### src/design/ecnpv_pkg.sv
`timescale 1ns / 1ps
// ----------------------------------------------------------------------------
// ecnpv_pkg: shared types and constants for the ECN path validator
// Event and result transaction types, command and status codes, ECN
// codepoints and the saturating counter helper.
// ----------------------------------------------------------------------------
package ecnpv_pkg;

    localparam int CNT_W   = 62;
    localparam int SUM_W   = CNT_W + 2;
    localparam int MARK_W  = 2;

    localparam logic [CNT_W-1:0] CNT_MAX = {CNT_W{1'b1}};

    // ECN codepoints
    localparam logic [MARK_W-1:0] MARK_NONE = 2'd0;
    localparam logic [MARK_W-1:0] MARK_ECT1 = 2'd1;
    localparam logic [MARK_W-1:0] MARK_ECT0 = 2'd2;

    typedef enum logic [1:0] {
        CMD_SENT    = 2'd0,
        CMD_ACK     = 2'd1,
        CMD_DISABLE = 2'd2,
        CMD_RESTART = 2'd3
    } cmd_t;

    typedef enum logic [1:0] {
        ST_OK         = 2'd0,
        ST_FAILED_NOW = 2'd1,
        ST_IGNORED    = 2'd2
    } status_t;

    // one input event
    typedef struct packed {
        cmd_t              cmd;
        logic [MARK_W-1:0] sent_marking;
        logic [CNT_W-1:0]  ack_ect0;
        logic [CNT_W-1:0]  ack_ect1;
        logic [CNT_W-1:0]  ack_ce;
    } event_t;

    // one result
    typedef struct packed {
        status_t           status;
        logic [CNT_W-1:0]  new_ce;
        logic              congestion;
        logic [MARK_W-1:0] out_marking;
        logic              is_capable;
        logic              is_testing;
        logic              is_failed;
    } result_t;

    // increment that holds at the counter maximum
    function automatic logic [CNT_W-1:0] sat_inc(input logic [CNT_W-1:0] v);
        logic [CNT_W-1:0] r;
        if (v == CNT_MAX) begin
            r = v;
        end else begin
            r = v + {{(CNT_W-1){1'b0}}, 1'b1};
        end
        return r;
    endfunction

endpackage

### src/design/ecn_path_validator.sv
`timescale 1ns / 1ps
// Path: an accepted s_ event is captured in the input register, then moves to the
//   result register (raising m_valid) once that register is free; m_ stalls hold it.
// Throughput: one event per cycle unless m_ stalls; state and result load together.
// Reset: synchronous, active low; counters clear, path returns to testing
//   with ECT(0) marking, both register stages empty.
// ----------------------------------------------------------------------------
// ecn_path_validator: per-path ECN validation
// Counts sent ECT packets, validates peer ACK ECN counts and reports
// CE increase, congestion and the marking for outgoing packets.
// ----------------------------------------------------------------------------
module ecn_path_validator
    import ecnpv_pkg::*;
(
    input  logic              aclk,
    input  logic              aresetn,
    input  logic              s_valid,
    output logic              s_ready,
    input  logic [1:0]        s_cmd,
    input  logic [MARK_W-1:0] s_sent_marking,
    input  logic [CNT_W-1:0]  s_ack_ect0,
    input  logic [CNT_W-1:0]  s_ack_ect1,
    input  logic [CNT_W-1:0]  s_ack_ce,
    output logic              m_valid,
    input  logic              m_ready,
    output logic [1:0]        m_status,
    output logic [CNT_W-1:0]  m_new_ce,
    output logic              m_congestion,
    output logic [MARK_W-1:0] m_out_marking,
    output logic              m_is_capable,
    output logic              m_is_testing,
    output logic              m_is_failed
);

    event_t  s_event;
    event_t  in_event;
    logic    in_valid;
    logic    out_free;
    logic    fire;
    result_t eng_res;
    result_t out_res;

    assign s_event.cmd          = cmd_t'(s_cmd);
    assign s_event.sent_marking = s_sent_marking;
    assign s_event.ack_ect0     = s_ack_ect0;
    assign s_event.ack_ect1     = s_ack_ect1;
    assign s_event.ack_ce       = s_ack_ce;

    // event moves into state and result register together
    assign fire = in_valid && out_free;

    ecnpv_in_stage u_in (
        .aclk      (aclk),
        .aresetn   (aresetn),
        .in_valid  (s_valid),
        .in_ready  (s_ready),
        .in_event  (s_event),
        .out_valid (in_valid),
        .out_take  (fire),
        .out_event (in_event)
    );

    ecnpv_engine u_engine (
        .aclk    (aclk),
        .aresetn (aresetn),
        .fire    (fire),
        .ev      (in_event),
        .res     (eng_res)
    );

    ecnpv_out_stage u_out (
        .aclk     (aclk),
        .aresetn  (aresetn),
        .load     (fire),
        .can_load (out_free),
        .in_res   (eng_res),
        .m_valid  (m_valid),
        .m_ready  (m_ready),
        .out_res  (out_res)
    );

    assign m_status      = out_res.status;
    assign m_new_ce      = out_res.new_ce;
    assign m_congestion  = out_res.congestion;
    assign m_out_marking = out_res.out_marking;
    assign m_is_capable  = out_res.is_capable;
    assign m_is_testing  = out_res.is_testing;
    assign m_is_failed   = out_res.is_failed;

    // restart lands a testing, non-failed result
    a_restart: assert property (@(posedge aclk) disable iff (!aresetn)
        fire && (in_event.cmd == CMD_RESTART) |=> m_valid && m_is_testing && !m_is_failed)
        else $error("restart did not return path to testing");

    // disable lands a failed result with no marking
    a_disable: assert property (@(posedge aclk) disable iff (!aresetn)
        fire && (in_event.cmd == CMD_DISABLE) |=>
            m_valid && m_is_failed && (m_out_marking == MARK_NONE))
        else $error("disable did not fail the path");

    // rejected or ignored ACKs carry no CE increase
    a_no_ce: assert property (@(posedge aclk) disable iff (!aresetn)
        m_valid && (m_status != ST_OK) |-> (m_new_ce == '0) && !m_congestion)
        else $error("CE increase reported on a rejected ACK");

    // failed path never capable and never marks
    a_failed: assert property (@(posedge aclk) disable iff (!aresetn)
        m_valid && m_is_failed |-> !m_is_capable && !m_is_testing &&
            (m_out_marking == MARK_NONE))
        else $error("failed path still active");

endmodule

### src/design/ecnpv_in_stage.sv
`timescale 1ns / 1ps
// ----------------------------------------------------------------------------
// ecnpv_in_stage: input register
// Captures one event transaction and holds it until the engine consumes it.
// ----------------------------------------------------------------------------
module ecnpv_in_stage
    import ecnpv_pkg::*;
(
    input  logic   aclk,
    input  logic   aresetn,
    input  logic   in_valid,
    output logic   in_ready,
    input  event_t in_event,
    output logic   out_valid,
    input  logic   out_take,
    output event_t out_event
);

    logic   valid_reg;
    logic   valid_next;
    event_t event_reg;
    logic   load;

    // free, or emptied by the consumer in this cycle
    assign in_ready = !valid_reg || out_take;
    assign load     = in_valid && in_ready;

    always_comb begin
        valid_next = valid_reg;
        if (load) begin
            valid_next = 1'b1;
        end else if (out_take) begin
            valid_next = 1'b0;
        end
    end

    always_ff @(posedge aclk) begin
        if (!aresetn) begin
            valid_reg <= 1'b0;
        end else begin
            valid_reg <= valid_next;
        end
    end

    // payload, no reset
    always_ff @(posedge aclk) begin
        if (load) begin
            event_reg <= in_event;
        end
    end

    assign out_valid = valid_reg;
    assign out_event = event_reg;

endmodule

### src/design/ecnpv_engine.sv
`timescale 1ns / 1ps
// ----------------------------------------------------------------------------
// ecnpv_engine: path state and validation logic
// Holds sent/acked counters and path flags, checks ACK reports and
// forms the result from the state after the event.
// ----------------------------------------------------------------------------
module ecnpv_engine
    import ecnpv_pkg::*;
(
    input  logic    aclk,
    input  logic    aresetn,
    input  logic    fire,
    input  event_t  ev,
    output result_t res
);

    logic [CNT_W-1:0]  e0_sent_reg,  e0_sent_next;
    logic [CNT_W-1:0]  e1_sent_reg,  e1_sent_next;
    logic [CNT_W-1:0]  e0_acked_reg, e0_acked_next;
    logic [CNT_W-1:0]  e1_acked_reg, e1_acked_next;
    logic [CNT_W-1:0]  ce_acked_reg, ce_acked_next;
    logic              testing_reg,  testing_next;
    logic              capable_reg,  capable_next;
    logic              failed_reg,   failed_next;
    logic [MARK_W-1:0] marking_reg,  marking_next;

    logic [SUM_W-1:0]  sent_sum;
    logic [SUM_W-1:0]  acked_sum;
    logic              count_drop;
    status_t           status;
    logic [CNT_W-1:0]  new_ce;

    // ACK checks, all in parallel
    assign sent_sum   = {2'b00, e0_sent_reg} + {2'b00, e1_sent_reg};
    assign acked_sum  = {2'b00, ev.ack_ect0} + {2'b00, ev.ack_ect1} + {2'b00, ev.ack_ce};
    assign count_drop = (ev.ack_ect0 < e0_acked_reg) || (ev.ack_ect1 < e1_acked_reg) ||
                        (ev.ack_ce < ce_acked_reg);

    // next state
    always_comb begin
        e0_sent_next  = e0_sent_reg;
        e1_sent_next  = e1_sent_reg;
        e0_acked_next = e0_acked_reg;
        e1_acked_next = e1_acked_reg;
        ce_acked_next = ce_acked_reg;
        testing_next  = testing_reg;
        capable_next  = capable_reg;
        failed_next   = failed_reg;
        marking_next  = marking_reg;
        status        = ST_OK;
        new_ce        = '0;
        unique case (ev.cmd)
            CMD_SENT: begin
                if (ev.sent_marking == MARK_ECT0) begin
                    e0_sent_next = sat_inc(e0_sent_reg);
                end else if (ev.sent_marking == MARK_ECT1) begin
                    e1_sent_next = sat_inc(e1_sent_reg);
                end
            end
            CMD_ACK: begin
                if (failed_reg) begin
                    status = ST_IGNORED;
                end else if (count_drop || (acked_sum > sent_sum)) begin
                    failed_next  = 1'b1;
                    testing_next = 1'b0;
                    capable_next = 1'b0;
                    status       = ST_FAILED_NOW;
                end else begin
                    new_ce        = ev.ack_ce - ce_acked_reg;
                    e0_acked_next = ev.ack_ect0;
                    e1_acked_next = ev.ack_ect1;
                    ce_acked_next = ev.ack_ce;
                    // first non-empty report ends testing
                    if (testing_reg && (acked_sum != '0)) begin
                        capable_next = 1'b1;
                        testing_next = 1'b0;
                    end
                end
            end
            CMD_DISABLE: begin
                failed_next  = 1'b1;
                testing_next = 1'b0;
                capable_next = 1'b0;
                marking_next = MARK_NONE;
            end
            CMD_RESTART: begin
                e0_sent_next  = '0;
                e1_sent_next  = '0;
                e0_acked_next = '0;
                e1_acked_next = '0;
                ce_acked_next = '0;
                testing_next  = 1'b1;
                capable_next  = 1'b0;
                failed_next   = 1'b0;
                marking_next  = MARK_ECT0;
            end
            default: begin
            end
        endcase
    end

    // result reflects state after the event
    always_comb begin
        res.status      = status;
        res.new_ce      = new_ce;
        res.congestion  = (new_ce != '0);
        res.is_capable  = capable_next && !failed_next;
        res.is_testing  = testing_next;
        res.is_failed   = failed_next;
        if (failed_next) begin
            res.out_marking = MARK_NONE;
        end else if (capable_next || testing_next) begin
            res.out_marking = marking_next;
        end else begin
            res.out_marking = MARK_NONE;
        end
    end

    always_ff @(posedge aclk) begin
        if (!aresetn) begin
            e0_sent_reg  <= '0;
            e1_sent_reg  <= '0;
            e0_acked_reg <= '0;
            e1_acked_reg <= '0;
            ce_acked_reg <= '0;
            testing_reg  <= 1'b1;
            capable_reg  <= 1'b0;
            failed_reg   <= 1'b0;
            marking_reg  <= MARK_ECT0;
        end else if (fire) begin
            e0_sent_reg  <= e0_sent_next;
            e1_sent_reg  <= e1_sent_next;
            e0_acked_reg <= e0_acked_next;
            e1_acked_reg <= e1_acked_next;
            ce_acked_reg <= ce_acked_next;
            testing_reg  <= testing_next;
            capable_reg  <= capable_next;
            failed_reg   <= failed_next;
            marking_reg  <= marking_next;
        end
    end

endmodule

### src/design/ecnpv_out_stage.sv
`timescale 1ns / 1ps
// ----------------------------------------------------------------------------
// ecnpv_out_stage: result register
// Holds one result transaction until the downstream side takes it.
// ----------------------------------------------------------------------------
module ecnpv_out_stage
    import ecnpv_pkg::*;
(
    input  logic    aclk,
    input  logic    aresetn,
    input  logic    load,
    output logic    can_load,
    input  result_t in_res,
    output logic    m_valid,
    input  logic    m_ready,
    output result_t out_res
);

    logic    valid_reg;
    logic    valid_next;
    result_t res_reg;

    // empty, or drained in this cycle
    assign can_load = !valid_reg || m_ready;

    always_comb begin
        valid_next = valid_reg;
        if (load) begin
            valid_next = 1'b1;
        end else if (m_ready) begin
            valid_next = 1'b0;
        end
    end

    always_ff @(posedge aclk) begin
        if (!aresetn) begin
            valid_reg <= 1'b0;
        end else begin
            valid_reg <= valid_next;
        end
    end

    always_ff @(posedge aclk) begin
        if (load) begin
            res_reg <= in_res;
        end
    end

    assign m_valid = valid_reg;
    assign out_res = res_reg;

endmodule

### config.mk
export PLATFORM = sky130hd
export DESIGN_NAME = ecn_path_validator
export DESIGN_NICKNAME = d
export VERILOG_FILES = /design/src/design/ecnpv_pkg.sv /design/src/design/ecn_path_validator.sv /design/src/design/ecnpv_in_stage.sv /design/src/design/ecnpv_engine.sv /design/src/design/ecnpv_out_stage.sv
export SDC_FILE = /design/constraint.sdc
export NUM_CORES = 2
export LEC_CHECK = 0
export BUFFER_PORTS_ARGS = -buffer_cell sky130_fd_sc_hd__buf_4
export CORE_UTILIZATION = 40
export DETAILED_ROUTE_END_ITERATION = 10
export PLACE_DENSITY = 0.68
export SYNTH_ARGS = -nofsm -noshare
export SYNTH_HDL_FRONTEND = slang
export SYNTH_SLANG_ARGS = --single-unit
### constraint.sdc
create_clock -name aclk -period 17.1 [get_ports aclk]
set_input_delay 2.565 -clock aclk [delete_from_list [all_inputs] [get_ports aclk]]
set_output_delay 2.565 -clock aclk [all_outputs]
set_load 0.05 [all_outputs]
==> summary.md <==
| Metric | Value |
|---|---|
| Status | `finished, final reports clean` |
| Top-count cell post-synth | `nand2_1` |
| Pleak | `17.5 nW` |
| Clk_lat worst skew | `between 0.6 and 0.7 ns` |
| Routability Congestion | `0.950` |
| Initial DRT Pass Iterations | `5` |
| Synth cell types | `89` |
| ANT nets after route | `0` |
| Arr. time, crit path | `11.24 ns` |
| Fin nets | `5,393` |
| Vias per cell | `roughly 5.6` |
| Die area | `0.101 sq mm` |
| Total GRT Usage | `22.7%` |
| Cell taking the most area after synthesis | `edfxtp_1` |
| Layout area overhead | `13.4%` |
| Sequential area share after synthesis | `between 30 and 40%` |
| Max stage delay on crit path | `between 0.7 and 0.8 ns` |
| HP Class | `flip-flop to flip-flop` |
| CP dominant cell by count | `o21ai_0` |
| Syn nets | `about 5,200` |
| Number of max-cap violations | `0` |
| Share of layout cells above drive strength 1 | `9.13%` |
| CORE AREA | `0.0986 sq mm` |
| Final setup viols | `0` |
| DIE HEIGHT | `318 um` |
| Routed vias | `34,200` |
| Routed wl met2 | `between 50,000 and 60,000 um` |
| F_max | `93.7 MHz` |
| Startpoint types | `flip-flop` |
| EDFF count, synth | `260` |
| FF-to-FF path depth | `~40` |
| Post-cts sizing count | `0` |
| CP Class | `flip-flop to flip-flop` |
| Fin. max-slew vios | `0` |
| Rows | `115` |
| Initial antenna violation count | `1` |
| Top layer in use | `met5` |
| Critical path's slowest cell | `buf_4` |
| H-tree Lvls | `3` |
| Most frequent cells after synthesis | `nand2_1, ha_1, nor2_1` |
| Critical path buffer and inverter count | `2` |
| Post-CTS Setup Repair Bufs | `0` |
| Largest net degree at the start of global routing | `98` |
| Most area-consuming cells after synthesis | `edfxtp_1, dfxtp_1, ha_1` |
| DR WL/cell | `approximately 19 um` |
| Worst hold stages | `2` |
| Congestion Overflow GR | `0` |
| Clock Skew | `0.0299 ns` |
| CTS Buf Count | `68` |
| PwrDens | `96.0 mW/mm^2` |
| Worst VDD drop | `between 90 and 100 uV` |
| Asr flop ratio synth | `0%` |
| Setup TNS | `0 ns` |
| Top fanout value on the critical path | `88` |
| DRT iter0 DRCs | `2,832` |
| Synthesized area | `0.0399 sq mm` |
| CTS tree | `done` |
| Post-synth top flop | `dfxtp_1` |
| DIE WIDTH | `318 um` |
| I/O pin cnt | `around 270` |
| Clock root buffer | `clkbuf_16` |
| Cells after Synth | `4,572` |
| Post-Route WL | `about 120,000 um` |
| Worst Tran Pin Value | `1.02 ns` |
| Hold buffers post-CTS | `0` |
| DR WL met3 | `6980 um` |
| Crit. path cell count | `41` |
| Clock slew at reported path FFs | `0.06 ns` |
| Synthesized flop and latch total | `577` |
| Synth warnings | `0` |
| Vias in the first global route | `around 32,000` |
| RSZ-0062 raised after global routing | `false` |
| Slew Limit Headroom | `31.8%` |
| Hpwl dp | `approximately 90,000 um` |
| Avg Inst Size Synth | `roughly 8.7 sq um` |
| Crit. End Element | `flip-flop` |
| Clk sinks | `577` |
| Tcrit/Tclk final | `62.4%` |
| Top cell type's share of synthesized area | `about a fifth` |
| First-pass GRT wire length | `approximately 180,000 um` |
| Final hold vios | `0` |
| Initial core utilization | `40.4%` |
| DRC | `0` |
| # port buffers | `265` |
| Final Critical Period | `10.67 ns` |
| Met1 WL | `approximately 55,000 um` |
| Design area | `0.0452 sq mm` |
| Largest register FFs | `between 150 and 200` |
| Critical Path RT | `between 15 and 20 ns` |
| Max clock buf depth | `3` |
| Area after DPL | `0.0429 sq mm` |
| R2r setup slk | `6.43 ns` |
| Critical path's top delay family | `compound AO/OA/AOI/OAI gates` |
worst min-delay path, cell delays in order (launching register included):
cell	delay [ns]
dfxtp_1	0.31
nand2_1	0.05
a21boi_1	0.05
cells in the final DEF (no fill, tap or decap), types with 175 or more instances in the layout:
cell	count
nor2_1	352
edfxtp_1	260
ha_1	440
nand2_1	452
o21ai_0	191
dfxtp_1	317
inv_1	272
a21oi_1	336
xnor2_1	175
buf_4	283
nand3_1	307
final timing paths:
| check | to | startpoint |
|---|---|---|
| worst min register to register | u_engine.ce_acked_reg[23]$_SDFFE_PN0P_ | u_engine.ce_acked_reg[23]$_SDFFE_PN0P_ |
| worst max register to register | u_engine.e1_acked_reg[8]$_SDFFE_PN0P_ | u_in.out_event[62]$_DFFE_PP_ |
| worst min-delay path | u_engine.ce_acked_reg[23]$_SDFFE_PN0P_ | u_engine.ce_acked_reg[23]$_SDFFE_PN0P_ |
| worst max-delay path | u_engine.e1_acked_reg[8]$_SDFFE_PN0P_ | u_in.out_event[62]$_DFFE_PP_ |
cell families (layout without fill, tap and decap cells):
logic type	after synthesis	count (layout)	share of synthesized area [%]
XOR/XNOR	349	349	7.67
flip-flops	577	577	35.5
adder cells (fa/ha/maj)	444	444	14.0
AND/OR/NAND/NOR	1548	1548	18.5
multiplexers	5	5	0.126
other	0	1	0
AO/OA/AOI/OAI	1205	1205	19.8
buffers and inverters	444	681	4.36
report_power, final:
group | total, W | internal, W | leakage [nW] | switching [W]
sequential | 0.00155 | 0.00150 | 5.03 | 0.0000518
clock | 0.00149 | 0.000872 | 1.12 | 0.000615
combinational | 0.00131 | 0.000485 | 11.4 | 0.000820
metrics by stage:
step / utilization [%] / hold slack (ns) / power [W] / setup WS (ns) / instances
2_1_floorplan: - / 0.431 / 0.00245 / 8.85 / 4572
3_3_place_gp: 43.5 / 0.437 / 0.00284 / 6.98 / 5972
3_5_place_dp: 43.5 / 0.442 / 0.00285 / 6.74 / 5972
4_1_cts: 45.9 / 0.449 / 0.00435 / 6.67 / 6096
5_1_grt: 45.9 / 0.466 / 0.00454 / 5.70 / 6096
6_report: 45.9 / 0.446 / 0.00434 / 6.43 / 6097
layout make-up:
type / instances / area (sq um)
sequential: 577 / 14200
timing repair buffer: 283 / 2120
tap: 1287 / 1610
clock buffer: 87 / 1860
inverter: 274 / 1030
clock inverter: 37 / 443
antenna: 1 / 2.50
fill: 9437 / 53400
multi-input combinational: 3551 / 24000
metal layers:
layer	GRT usage (%)	vias up
li1	-	16800
met1	32.2	16100
met2	35.8	1043
met3	2.77	194
met4	7.27	2
met5	0	-
Power figures use the tool's default switching activity.
